<file path="config.mk">
export PLATFORM = sky130hd
export DESIGN_NAME = multicast_queue_per_dest_pop
export DESIGN_NICKNAME = d
export VERILOG_FILES = /design/src/sv/mcq_pkg.sv /design/src/sv/mcq_ram.sv /design/src/sv/multicast_queue_per_dest_pop.sv
export SDC_FILE = /design/constraint.sdc
export NUM_CORES = 2
export LEC_CHECK = 0
export BUFFER_PORTS_ARGS = -buffer_cell sky130_fd_sc_hd__buf_2
export CORE_ASPECT_RATIO = 1.75
export CORE_UTILIZATION = 56
export CTS_CLUSTER_DIAMETER = 150
export DETAILED_ROUTE_END_ITERATION = 10
export GPL_TIMING_DRIVEN = 0
export PLACE_DENSITY_LB_ADDON = 0.15
export SYNTH_ARGS = -nofsm -noshare
export SYNTH_HDL_FRONTEND = slang
export SYNTH_SLANG_ARGS = --single-unit
</file>
<file path="constraint.sdc">
create_clock -name aclk -period 5.4 [get_ports aclk]
set_input_delay 0.27 -clock aclk [delete_from_list [all_inputs] [get_ports aclk]]
set_output_delay 0.27 -clock aclk [all_outputs]
set_load 0.02 [all_outputs]
</file>
<file path="src/sv/mcq_pkg.sv">
// ----------------------------------------------------------------------------
// mcq_pkg
// Sizes and the entry layout used by the multicast queue module.
// ----------------------------------------------------------------------------
`default_nettype none

package mcq_pkg;

    localparam int CAPACITY   = 16;
    localparam int DEST_COUNT = 9;

    localparam int DATA_W    = 32;
    localparam int SET_W     = 9;
    localparam int ID_W      = 4;
    localparam int OCC_W     = 5;
    localparam int IDX_W     = (CAPACITY > 1) ? $clog2(CAPACITY) : 1;
    localparam int CNT_W     = $clog2(CAPACITY + 1);
    localparam int ENTRY_W   = 2 * DATA_W + DEST_COUNT;

    typedef logic [DEST_COUNT-1:0] dest_mask_t;

    typedef struct packed {
        logic [DATA_W-1:0] code;
        logic [DATA_W-1:0] quantity;
        dest_mask_t        mask;
    } entry_t;

endpackage

`default_nettype wire

</file>
<file path="src/sv/mcq_ram.sv">
// ----------------------------------------------------------------------------
// mcq_ram
// Generic single-write, single-read RAM with a registered read port.
// ----------------------------------------------------------------------------
`default_nettype none

module mcq_ram #(
    parameter int WIDTH = 8,
    parameter int DEPTH = 16
) (
    input  wire logic                             aclk,
    input  wire logic                             we,
    input  wire logic [$clog2(DEPTH)-1:0]         waddr,
    input  wire logic [WIDTH-1:0]                 wdata,
    input  wire logic [$clog2(DEPTH)-1:0]         raddr,
    output logic      [WIDTH-1:0]                 rdata
);

    logic [WIDTH-1:0] mem [DEPTH];

    always_ff @(posedge aclk) begin
        if (we) begin
            mem[waddr] <= wdata;
        end
        rdata <= mem[raddr];
    end

endmodule

`default_nettype wire

</file>
<file path="src/sv/multicast_queue_per_dest_pop.sv">
// ----------------------------------------------------------------------------
// multicast_queue_per_dest_pop
// Push: accepted in IDLE, the entry written at once, the result registered from RESP.
// Pop: SCAN_RD and SCAN_CHK read and check each entry in turn, and SHIFT_RD and
// SHIFT_WR close up each later entry before RESP; one request at a time, paced by
// the RAM's registered read. A waiting result holds the next one in its last step.
// Synchronous active-low reset empties the queue; the RAM needs no clearing.
// ----------------------------------------------------------------------------
`default_nettype none

module multicast_queue_per_dest_pop (
    input  wire logic                              aclk,
    input  wire logic                              aresetn,
    input  wire logic                              s_valid,
    output logic                                   s_ready,
    input  wire logic                              s_func,
    input  wire logic [mcq_pkg::SET_W-1:0]         s_dest_set,
    input  wire logic [mcq_pkg::ID_W-1:0]          s_pop_dest_id,
    input  wire logic signed [mcq_pkg::DATA_W-1:0] s_entry_code,
    input  wire logic signed [mcq_pkg::DATA_W-1:0] s_entry_quantity,
    output logic                                   m_valid,
    input  wire logic                              m_ready,
    output logic                                   m_ok,
    output logic signed [mcq_pkg::DATA_W-1:0]      m_out_code,
    output logic signed [mcq_pkg::DATA_W-1:0]      m_out_quantity,
    output logic                                   m_entry_retired,
    output logic [mcq_pkg::OCC_W-1:0]              m_occupancy
);

    typedef enum logic [2:0] {
        IDLE,
        SCAN_RD,
        SCAN_CHK,
        SHIFT_RD,
        SHIFT_WR,
        RESP
    } state_t;

    state_t                           state_reg;
    logic [mcq_pkg::CNT_W-1:0]        fill_count_reg;
    logic [mcq_pkg::IDX_W-1:0]        idx_reg;
    mcq_pkg::dest_mask_t              bit_reg;

    logic                             res_ok_reg;
    logic [mcq_pkg::DATA_W-1:0]       res_code_reg;
    logic [mcq_pkg::DATA_W-1:0]       res_quantity_reg;
    logic                             res_retired_reg;

    logic                             m_valid_reg;
    logic                             m_ok_reg;
    logic [mcq_pkg::DATA_W-1:0]       m_code_reg;
    logic [mcq_pkg::DATA_W-1:0]       m_quantity_reg;
    logic                             m_retired_reg;
    logic [mcq_pkg::OCC_W-1:0]        m_occupancy_reg;

    mcq_pkg::dest_mask_t              push_mask;
    mcq_pkg::dest_mask_t              pop_bit;
    mcq_pkg::dest_mask_t              new_mask;
    mcq_pkg::entry_t                  rd_entry;
    mcq_pkg::entry_t                  wr_entry;
    logic [mcq_pkg::ENTRY_W-1:0]      rdata;
    logic                             ram_we;
    logic [mcq_pkg::IDX_W-1:0]        ram_waddr;
    logic [mcq_pkg::IDX_W-1:0]        ram_raddr;
    logic [mcq_pkg::CNT_W-1:0]        idx_inc;
    logic [mcq_pkg::CNT_W-1:0]        idx_inc2;
    logic                             accept;
    logic                             full;
    logic                             id_valid;
    logic                             push_ok;
    logic                             hit;

    always_comb begin
        for (int k = 0; k < mcq_pkg::DEST_COUNT; k++) begin
            push_mask[k] = (k < mcq_pkg::SET_W) ? s_dest_set[k] : 1'b0;
        end
    end

    assign accept   = s_valid && s_ready;
    assign full     = (fill_count_reg == mcq_pkg::CNT_W'(mcq_pkg::CAPACITY));
    assign id_valid = (s_pop_dest_id != '0)
                      && (32'(s_pop_dest_id) <= 32'(mcq_pkg::DEST_COUNT));
    assign pop_bit  = mcq_pkg::dest_mask_t'(1) << (s_pop_dest_id - mcq_pkg::ID_W'(1));
    assign push_ok  = (push_mask != '0) && !full;

    assign rd_entry = mcq_pkg::entry_t'(rdata);
    assign new_mask = rd_entry.mask & ~bit_reg;
    assign hit      = (rd_entry.mask & bit_reg) != '0;
    assign idx_inc  = mcq_pkg::CNT_W'(idx_reg) + mcq_pkg::CNT_W'(1);
    assign idx_inc2 = mcq_pkg::CNT_W'(idx_reg) + mcq_pkg::CNT_W'(2);

    // The RAM is written by a push, a mask update or one close-up step.
    always_comb begin
        ram_we            = 1'b0;
        ram_waddr         = idx_reg;
        wr_entry          = rd_entry;
        ram_raddr         = idx_reg;
        case (state_reg)
            IDLE: begin
                ram_we            = accept && !s_func && push_ok;
                ram_waddr         = mcq_pkg::IDX_W'(fill_count_reg);
                wr_entry.code     = s_entry_code;
                wr_entry.quantity = s_entry_quantity;
                wr_entry.mask     = push_mask;
            end
            SCAN_CHK: begin
                ram_we        = hit && (new_mask != '0);
                wr_entry.mask = new_mask;
            end
            SHIFT_RD: begin
                ram_raddr = mcq_pkg::IDX_W'(idx_inc);
            end
            SHIFT_WR: begin
                ram_we = 1'b1;
            end
            default: begin
                ram_we = 1'b0;
            end
        endcase
    end

    mcq_ram #(
        .WIDTH (mcq_pkg::ENTRY_W),
        .DEPTH (mcq_pkg::CAPACITY)
    ) u_ram (
        .aclk  (aclk),
        .we    (ram_we),
        .waddr (ram_waddr),
        .wdata (wr_entry),
        .raddr (ram_raddr),
        .rdata (rdata)
    );

    always_ff @(posedge aclk) begin
        if (!aresetn) begin
            state_reg      <= IDLE;
            fill_count_reg <= '0;
            m_valid_reg    <= 1'b0;
        end else begin
            if (m_valid_reg && m_ready && (state_reg != RESP)) begin
                m_valid_reg <= 1'b0;
            end
            case (state_reg)
                IDLE: begin
                    if (accept) begin
                        res_ok_reg       <= 1'b0;
                        res_code_reg     <= '0;
                        res_quantity_reg <= '0;
                        res_retired_reg  <= 1'b0;
                        bit_reg          <= pop_bit;
                        idx_reg          <= '0;
                        state_reg        <= RESP;
                        if (!s_func) begin
                            if (push_ok) begin
                                res_ok_reg     <= 1'b1;
                                fill_count_reg <= fill_count_reg + mcq_pkg::CNT_W'(1);
                            end
                        end else if (id_valid && (fill_count_reg != '0)) begin
                            state_reg <= SCAN_RD;
                        end
                    end
                end
                SCAN_RD: begin
                    state_reg <= SCAN_CHK;
                end
                SCAN_CHK: begin
                    if (hit) begin
                        res_ok_reg       <= 1'b1;
                        res_code_reg     <= rd_entry.code;
                        res_quantity_reg <= rd_entry.quantity;
                        if (new_mask != '0) begin
                            state_reg <= RESP;
                        end else begin
                            res_retired_reg <= 1'b1;
                            if (idx_inc == fill_count_reg) begin
                                fill_count_reg <= fill_count_reg - mcq_pkg::CNT_W'(1);
                                state_reg      <= RESP;
                            end else begin
                                state_reg <= SHIFT_RD;
                            end
                        end
                    end else if (idx_inc == fill_count_reg) begin
                        state_reg <= RESP;
                    end else begin
                        idx_reg   <= mcq_pkg::IDX_W'(idx_inc);
                        state_reg <= SCAN_RD;
                    end
                end
                SHIFT_RD: begin
                    state_reg <= SHIFT_WR;
                end
                SHIFT_WR: begin
                    idx_reg <= mcq_pkg::IDX_W'(idx_inc);
                    if (idx_inc2 == fill_count_reg) begin
                        fill_count_reg <= fill_count_reg - mcq_pkg::CNT_W'(1);
                        state_reg      <= RESP;
                    end else begin
                        state_reg <= SHIFT_RD;
                    end
                end
                RESP: begin
                    if (!m_valid_reg || m_ready) begin
                        m_valid_reg     <= 1'b1;
                        m_ok_reg        <= res_ok_reg;
                        m_code_reg      <= res_code_reg;
                        m_quantity_reg  <= res_quantity_reg;
                        m_retired_reg   <= res_retired_reg;
                        m_occupancy_reg <= mcq_pkg::OCC_W'(fill_count_reg);
                        state_reg       <= IDLE;
                    end
                end
                default: begin
                    state_reg <= IDLE;
                end
            endcase
        end
    end

    assign s_ready         = (state_reg == IDLE);
    assign m_valid         = m_valid_reg;
    assign m_ok            = m_ok_reg;
    assign m_out_code      = m_code_reg;
    assign m_out_quantity  = m_quantity_reg;
    assign m_entry_retired = m_retired_reg;
    assign m_occupancy     = m_occupancy_reg;

    // The queue never holds more entries than it has room for.
    a_fill_bound: assert property (@(posedge aclk) disable iff (!aresetn)
        fill_count_reg <= mcq_pkg::CNT_W'(mcq_pkg::CAPACITY))
        else $error("fill count above capacity");

    // Only a successful pop can retire an entry.
    a_retire_ok: assert property (@(posedge aclk) disable iff (!aresetn)
        m_valid_reg && m_retired_reg |-> m_ok_reg)
        else $error("entry retired by a failed request");

    // A failed request returns zero data.
    a_fail_zero: assert property (@(posedge aclk) disable iff (!aresetn)
        m_valid_reg && !m_ok_reg |-> (m_code_reg == '0) && (m_quantity_reg == '0))
        else $error("failed request returned data");

    // The fill count is not updated from the RESP, SCAN_RD or SHIFT_RD state.
    a_fill_idle: assert property (@(posedge aclk) disable iff (!aresetn)
        (state_reg == RESP) || (state_reg == SCAN_RD) || (state_reg == SHIFT_RD)
        |=> $stable(fill_count_reg))
        else $error("fill count changed outside an update step");

endmodule

`default_nettype wire
</file>
# After elaboration in Yosys (flattened, before gate mapping)

Memories as Yosys holds them, arrays and structs flattened. A register that Yosys moved wholly into a read port is not among the register bits.
Cells that the tools add are included.

Word-level logic and storage cells: 118
Output and inout bits: 73
Memories kept: 1
Register bits: 159
RAM bits: 1168

Memory list:

| name      | words | bits a word | rd ports | clocked after memory_dff | write ports | line          | RTL |
|---|---|---|---|---|---|---|---|
| u_ram.mem | 16    | 73          | 1        | 1                        | 1           | mcq_ram.sv:19 | `logic [WIDTH-1:0] mem [DEPTH];` |

Multiplexer cells: 46
Shifts and indexed selects: 1
Bitwise operators: 3
Add/sub/neg operators: 5
Order comparisons: 1
Reductions and logical operators: 28
Equality and inequality tests: 19

Operators by type and width:

| kind                  | count |
|---|---|
| $pmux W32 S2          | 2 |
| $mux W32              | 3 |
| $mux W64              | 1 |
| $mux W5               | 7 |
| $mux W3               | 9 |
| $reduce_bool A9 Y1    | 3 |
| $mux W4               | 5 |
| $and A9 B9 Y9         | 2 |
| $pmux W3 S6           | 1 |
| $pmux W9 S2           | 1 |
| $ne A2 B2 Y1 const B  | 8 |
| $pmux W5 S3           | 1 |
| $mux W1               | 12 |
| $pmux W4 S3           | 1 |
| $eq A5 B5 Y1          | 2 |
| $reduce_and A5 Y1     | 2 |
| $logic_and A1 B1 Y1   | 9 |
| $not A9 Y9            | 1 |
| $shl A1 B4 Y9 const A | 1 |
| $reduce_and A8 Y1     | 1 |
| $eq A3 B2 Y1 const B  | 2 |
| $eq A3 B3 Y1 const B  | 2 |
| $reduce_and A3 Y1     | 2 |
| $add A4 B1 Y5 const B | 1 |
| other kinds (20)      | 24 |

# Longest topological paths before layout

Depth after elaboration: 7
Mapped depth: 12

# Modules after synthesis

From an unflattened synthesis, not the netlist that was laid out.

Cells, all modules: 2362
Area total of the unflattened synthesis: 52198.8 um^2

Modules (own cells, without submodules):

| module                       | sequential area each (um^2) | instances | area an instance (um^2) | cells each |
|---|---|---|---|---|
| mcq_ram                      | 36535.0                     | 1         | 45127.0                 | 1875 |
| multicast_queue_per_dest_pop | 4684.5                      | 1         | 7071.8                  | 487 |

# Worst setup path after synthesis

OpenSTA, ideal clock, no wires.

Kind: reg-to-reg
Start: reg state_reg[2]
End: mem u_ram.mem[12][0] (netlist bit), enable pin
Setup time: 0.505 ns
Slack: 0.219 ns
Cell stages (with the launch flop): 7
Buffers on the path: 2
Arrival: 4.676 ns
Cell sequence: dfxtp_1 > buf_2 > nor3_2 > clkbuf_1 > mux2i_1 > nand3_1 > nor2_1

Longest elaborated chain between the ends: 7
Elaborated cells between the ends (all ways): 10
Those cells by class: eq/ne: 2; mux: 4; reduce/logical: 4

Ends and longest elaborated chain:

| what                             | line                                                                    | RTL |
|---|---|---|
| from (decl)                      | multicast_queue_per_dest_pop.sv:39                                      | `state_t state_reg;` |
| from (signal assigned)           | multicast_queue_per_dest_pop.sv:136                                     | `state_reg <= IDLE;` |
| from (signal assigned)           | multicast_queue_per_dest_pop.sv:152                                     | `state_reg <= RESP;` |
| from (signal assigned)           | multicast_queue_per_dest_pop.sv:159                                     | `state_reg <= SCAN_RD;` |
| $logic_not A3 Y1                 | multicast_queue_per_dest_pop.sv:98, multicast_queue_per_dest_pop.sv:219 |  |
| $logic_and A1 B1 Y1              | multicast_queue_per_dest_pop.sv:79                                      | `assign accept = s_valid && s_ready;` |
| $logic_and A1 B1 Y1 (2 in a row) | multicast_queue_per_dest_pop.sv:100                                     | `ram_we = accept && !s_func && push_ok;` |
| $pmux W1 S3                      | multicast_queue_per_dest_pop.sv:98                                      | `case (state_reg)` |
| $mux W1                          | mcq_ram.sv:22                                                           | `if (we) begin` |
| $mux W1 (implied by the code)    | mcq_ram.sv:23                                                           | `mem[waddr] <= wdata;` |
| to (decl)                        | mcq_ram.sv:19                                                           |  |

Parallel ways exist; a longest one is shown, timed or not.

# Final worst setup path

Start: reg state_reg[1]
End: mem u_ram.mem[1][63] (netlist bit), enable pin

Same word-level chain as after synthesis.

==> flow_summary.yaml <==
detailed_routing:
  wl_met1_mm: 47.78
  dr_wl_met2_mm: 65.01
  viasPerCell: 6.446
  met3_length_mm: 8.637
  drc: 0
  dr.pass1.iters: 5
  drt_iter0_drc: 2993
  ant_nets: 0
  routedWlPerCell_um: 31.28
  topRoutingLayerUsed: "met4"
  drt_wl_total_mm: 125.9
  num_vias: 25946
timing:
  slew_headroom_pct: 18.68
  fmax_mhz: 210.2
  tightest_slew_ns: 1.220
  period_share_pct: 88.10
  rsz0062_at_grt: "no"
  tns_ns: 0
  min_period_ns: 4.757
  final_max_slew_viol_count: 0
  hold_viol_final: 0
  setup_viol: 0
  fin_skew_ns: 0.02767
setup_path:
  arrival_ns: 5.16
  r2r-start: "state_reg[1]"
  max_stage_delay_ns: 0.88
  crit_type: "reg2reg"
  path_buf_inv: 4
  crit_path_top_delay_cell: "nor3_2"
  cp-startpoint: "state_reg[1]"
  reg2reg_depth: 7
  r2r-end: "u_ram.mem[1][63]"
  end_kind: "register"
  critPathMaxFanout: 22
  cp_data_required_time_ns: 5.80
  crit_cells: 7
  cp_common_cell: "buf_2"
  start_kind: "register"
  path_cells: "buf_2 > nor3_2 > clkbuf_1 > buf_2 > a31oi_1 > nor2_4 > buf_12"
  cpLargestDelayFamily: "buffers and inverters"
  cp-endpoint: "u_ram.mem[1][63]"
  r2r_slack_ns: 0.64
grt:
  grt_first_pass_wirelength_mm: 183.0
  grt_pass1_vias: 27265
  grt_usage_pct: 27.41
  antenna_found_initial: 1
  grt_max_degree: 30
  grt_overflow: 0
synth:
  ys_warn_count: 0
  syn_avg_cell_area_um2: 21.92
  postSynth.asyncResetShare_pct: 0
  synth_edf_count: 1318
  synth.most_common_cell: "edfxtp_1"
  ys.flop_type: "edfxtp_1"
  synth_area_leaders: "edfxtp_1 (76%), mux4_2 (13%), dfxtp_1 (3.1%)"
  synth_nets: 2468
  synth_area_um2: 52180
  yosysTopAreaCellShare_pct: 75.85
  yosysUniqueCellTypes: 52
  synth_area_leader_cell: "edfxtp_1"
  synth_seq_cells: 1400
  synth-seq-area-share_pct: 79.00
  synthTopCellsByCount: "edfxtp_1 (1318), mux4_2 (292), a22oi_1 (149)"
  syn_inst: 2380
clock_network:
  cts_tree: "built"
  cts_buffer_depth: 3
  cts_sinks: 1400
  postCtsSetupBuffers: 0
  cts_made_buffers: 118
  cts.clk_slew.worst_paths_ns: 0.07
  clkLatencyLatePin_ns: 0.73
  hold_buffers: 10
  post_cts_resized: 0
  h-tree-depth: 3
  cts_root_buf: "clkbuf_16"
placement:
  io_buffers: 154
  gp_congestion: 0.8011
  dp_hpwl_mm: 79.49
hold_path:
  min_path_type: "in2reg"
floorplan:
  core_um2: 91960
  ios: 155
  design.die.area_um2: 94440
  die_h_um: 405.8
  start_util_pct: 56.74
  rows: 147
  die_x_um: 232.7
power:
  p_leak_nw: 19.74
  finalPower_mw: 34.26
  ir_drop_v: 0.0003813
  pwr_density_cell_nw_per_um2: 570.7
cells_and_area:
  reg.largest.list: "u_ram.mem x1168, u_ram.rdata x73"
  layout-drive-gt1-share_pct: 29.40
  largest_reg_flops: 1168
  nets: 2815
  area_growth_pct: 15.05
  largest-register: "u_ram.mem"
  postLayoutCoreUtil_pct: 65.28
status:
  status: "finished clean"
flow_run:
  maxCapViolCount: 0
layout by cell type (no fill, tap or decap), drive strengths merged, types with 2 or more instances in the layout:
| cell | instances |
|---|---|
| a2111oi | 2 |
| a21o | 3 |
| a21oi | 11 |
| a22o | 10 |
| a22oi | 149 |
| a31oi | 7 |
| a41oi | 2 |
| and2 | 4 |
| and3 | 66 |
| buf | 291 |
| bufinv | 16 |
| clkbuf | 199 |
| clkinv | 47 |
| clkinvlp | 11 |
| dfxtp | 82 |
| diode | 3 |
| dlygate4sd3 | 10 |
| edfxtp | 1318 |
| ha | 5 |
| inv | 15 |
| mux2 | 66 |
| mux2i | 5 |
| mux4 | 292 |
| nand2 | 89 |
| nand2b | 6 |
| nand3 | 11 |
| nand3b | 3 |
| nor2 | 39 |
| nor2b | 5 |
| nor3 | 11 |
| nor3b | 2 |
| nor4 | 2 |
| o2111a | 2 |
| o21ai | 15 |
| o31ai | 2 |
| or3 | 3 |
| xnor2 | 10 |
| xor2 | 7 |
metrics by stage:
| step | area, um2 | hold WS (ns) | setup WS (ns) | cells |
|---|---|---|---|---|
| global placement | 54440 | 0.4013 | -5.207 | 3726 |
| detailed placement | 55960 | 0.4052 | 0.6666 | 3789 |
| finish | 60030 | 0.07017 | 0.6428 | 4025 |
| CTS | 60020 | 0.01565 | 0.6595 | 4022 |
| floorplan | 52180 | 0.3785 | 0.2191 | 2380 |
| global route | 60020 | 0.07703 | 0.5321 | 4022 |
final cells by class:
cell class / instances / area, um2
flip-flops and latches: 1400 / 41220
fillers: 6041 / 31930
multi-input cells: 841 / 10520
clock buffers: 148 / 3147
repair buffers: 227 / 2252
well taps: 1192 / 1491
clock inverters: 75 / 813.3
plain buffers: 125 / 533.0
inverters: 14 / 52.55
diodes: 3 / 7.507
kinds of logic (layout without fill, tap and decap cells):
| family | count (synthesis) | count (layout) | share of synthesized area (%) |
|---|---|---|---|
| AO/OA/AOI/OAI | 213 | 213 | 3.026 |
| XOR/XNOR | 17 | 17 | 0.2998 |
| adder cells (fa/ha/maj) | 6 | 6 | 0.1583 |
| buffers and inverters | 139 | 589 | 1.122 |
| flip-flops | 1400 | 1400 | 79.00 |
| multiplexers | 363 | 363 | 14.12 |
| other | 0 | 3 | 0 |
| AND/OR/NAND/NOR | 242 | 242 | 2.269 |
metal layers:
layer | up-vias | track usage [%]
met2 | 1174 | 46.71
met5 | - | 0
met1 | 13839 | 35.66
li1 | 10667 | -
met3 | 266 | 4.407
met4 | 0 | 10.22
worst min-delay path by stage:
stage / from / to / slack [ns] / cells after the start
after floorplan: aresetn / state_reg[1] / 0.38 / 2
after CTS: s_entry_quantity[19] / u_ram.mem[13][28] / 0.02 / 2
after global placement: res_quantity_reg[0] / m_out_quantity[0] / 0.40 / 0
after detailed placement: res_code_reg[22] / m_out_code[22] / 0.41 / 0
final: s_entry_quantity[19] / u_ram.mem[13][28] / 0.07 / 2
after global routing: s_entry_quantity[19] / u_ram.mem[13][28] / 0.08 / 2
report_power, final:
group | internal (mW) | switching (mW)
sequential | 15.3 | 0.516
combinational | 3.46 | 6.21
clock | 4.90 | 3.85
total | 23.7 | 10.6
worst register-to-register path: cells and delay by family, from the launching register on:
family | cells | cell delay (ns)
DFF | 1 | 0.32
buffers and inverters | 4 | 1.93
AOI/OAI and AO/OA | 1 | 0.42
and+or+nand+nor | 2 | 1.76
Note: power is estimated with default switching activity, not from simulation.
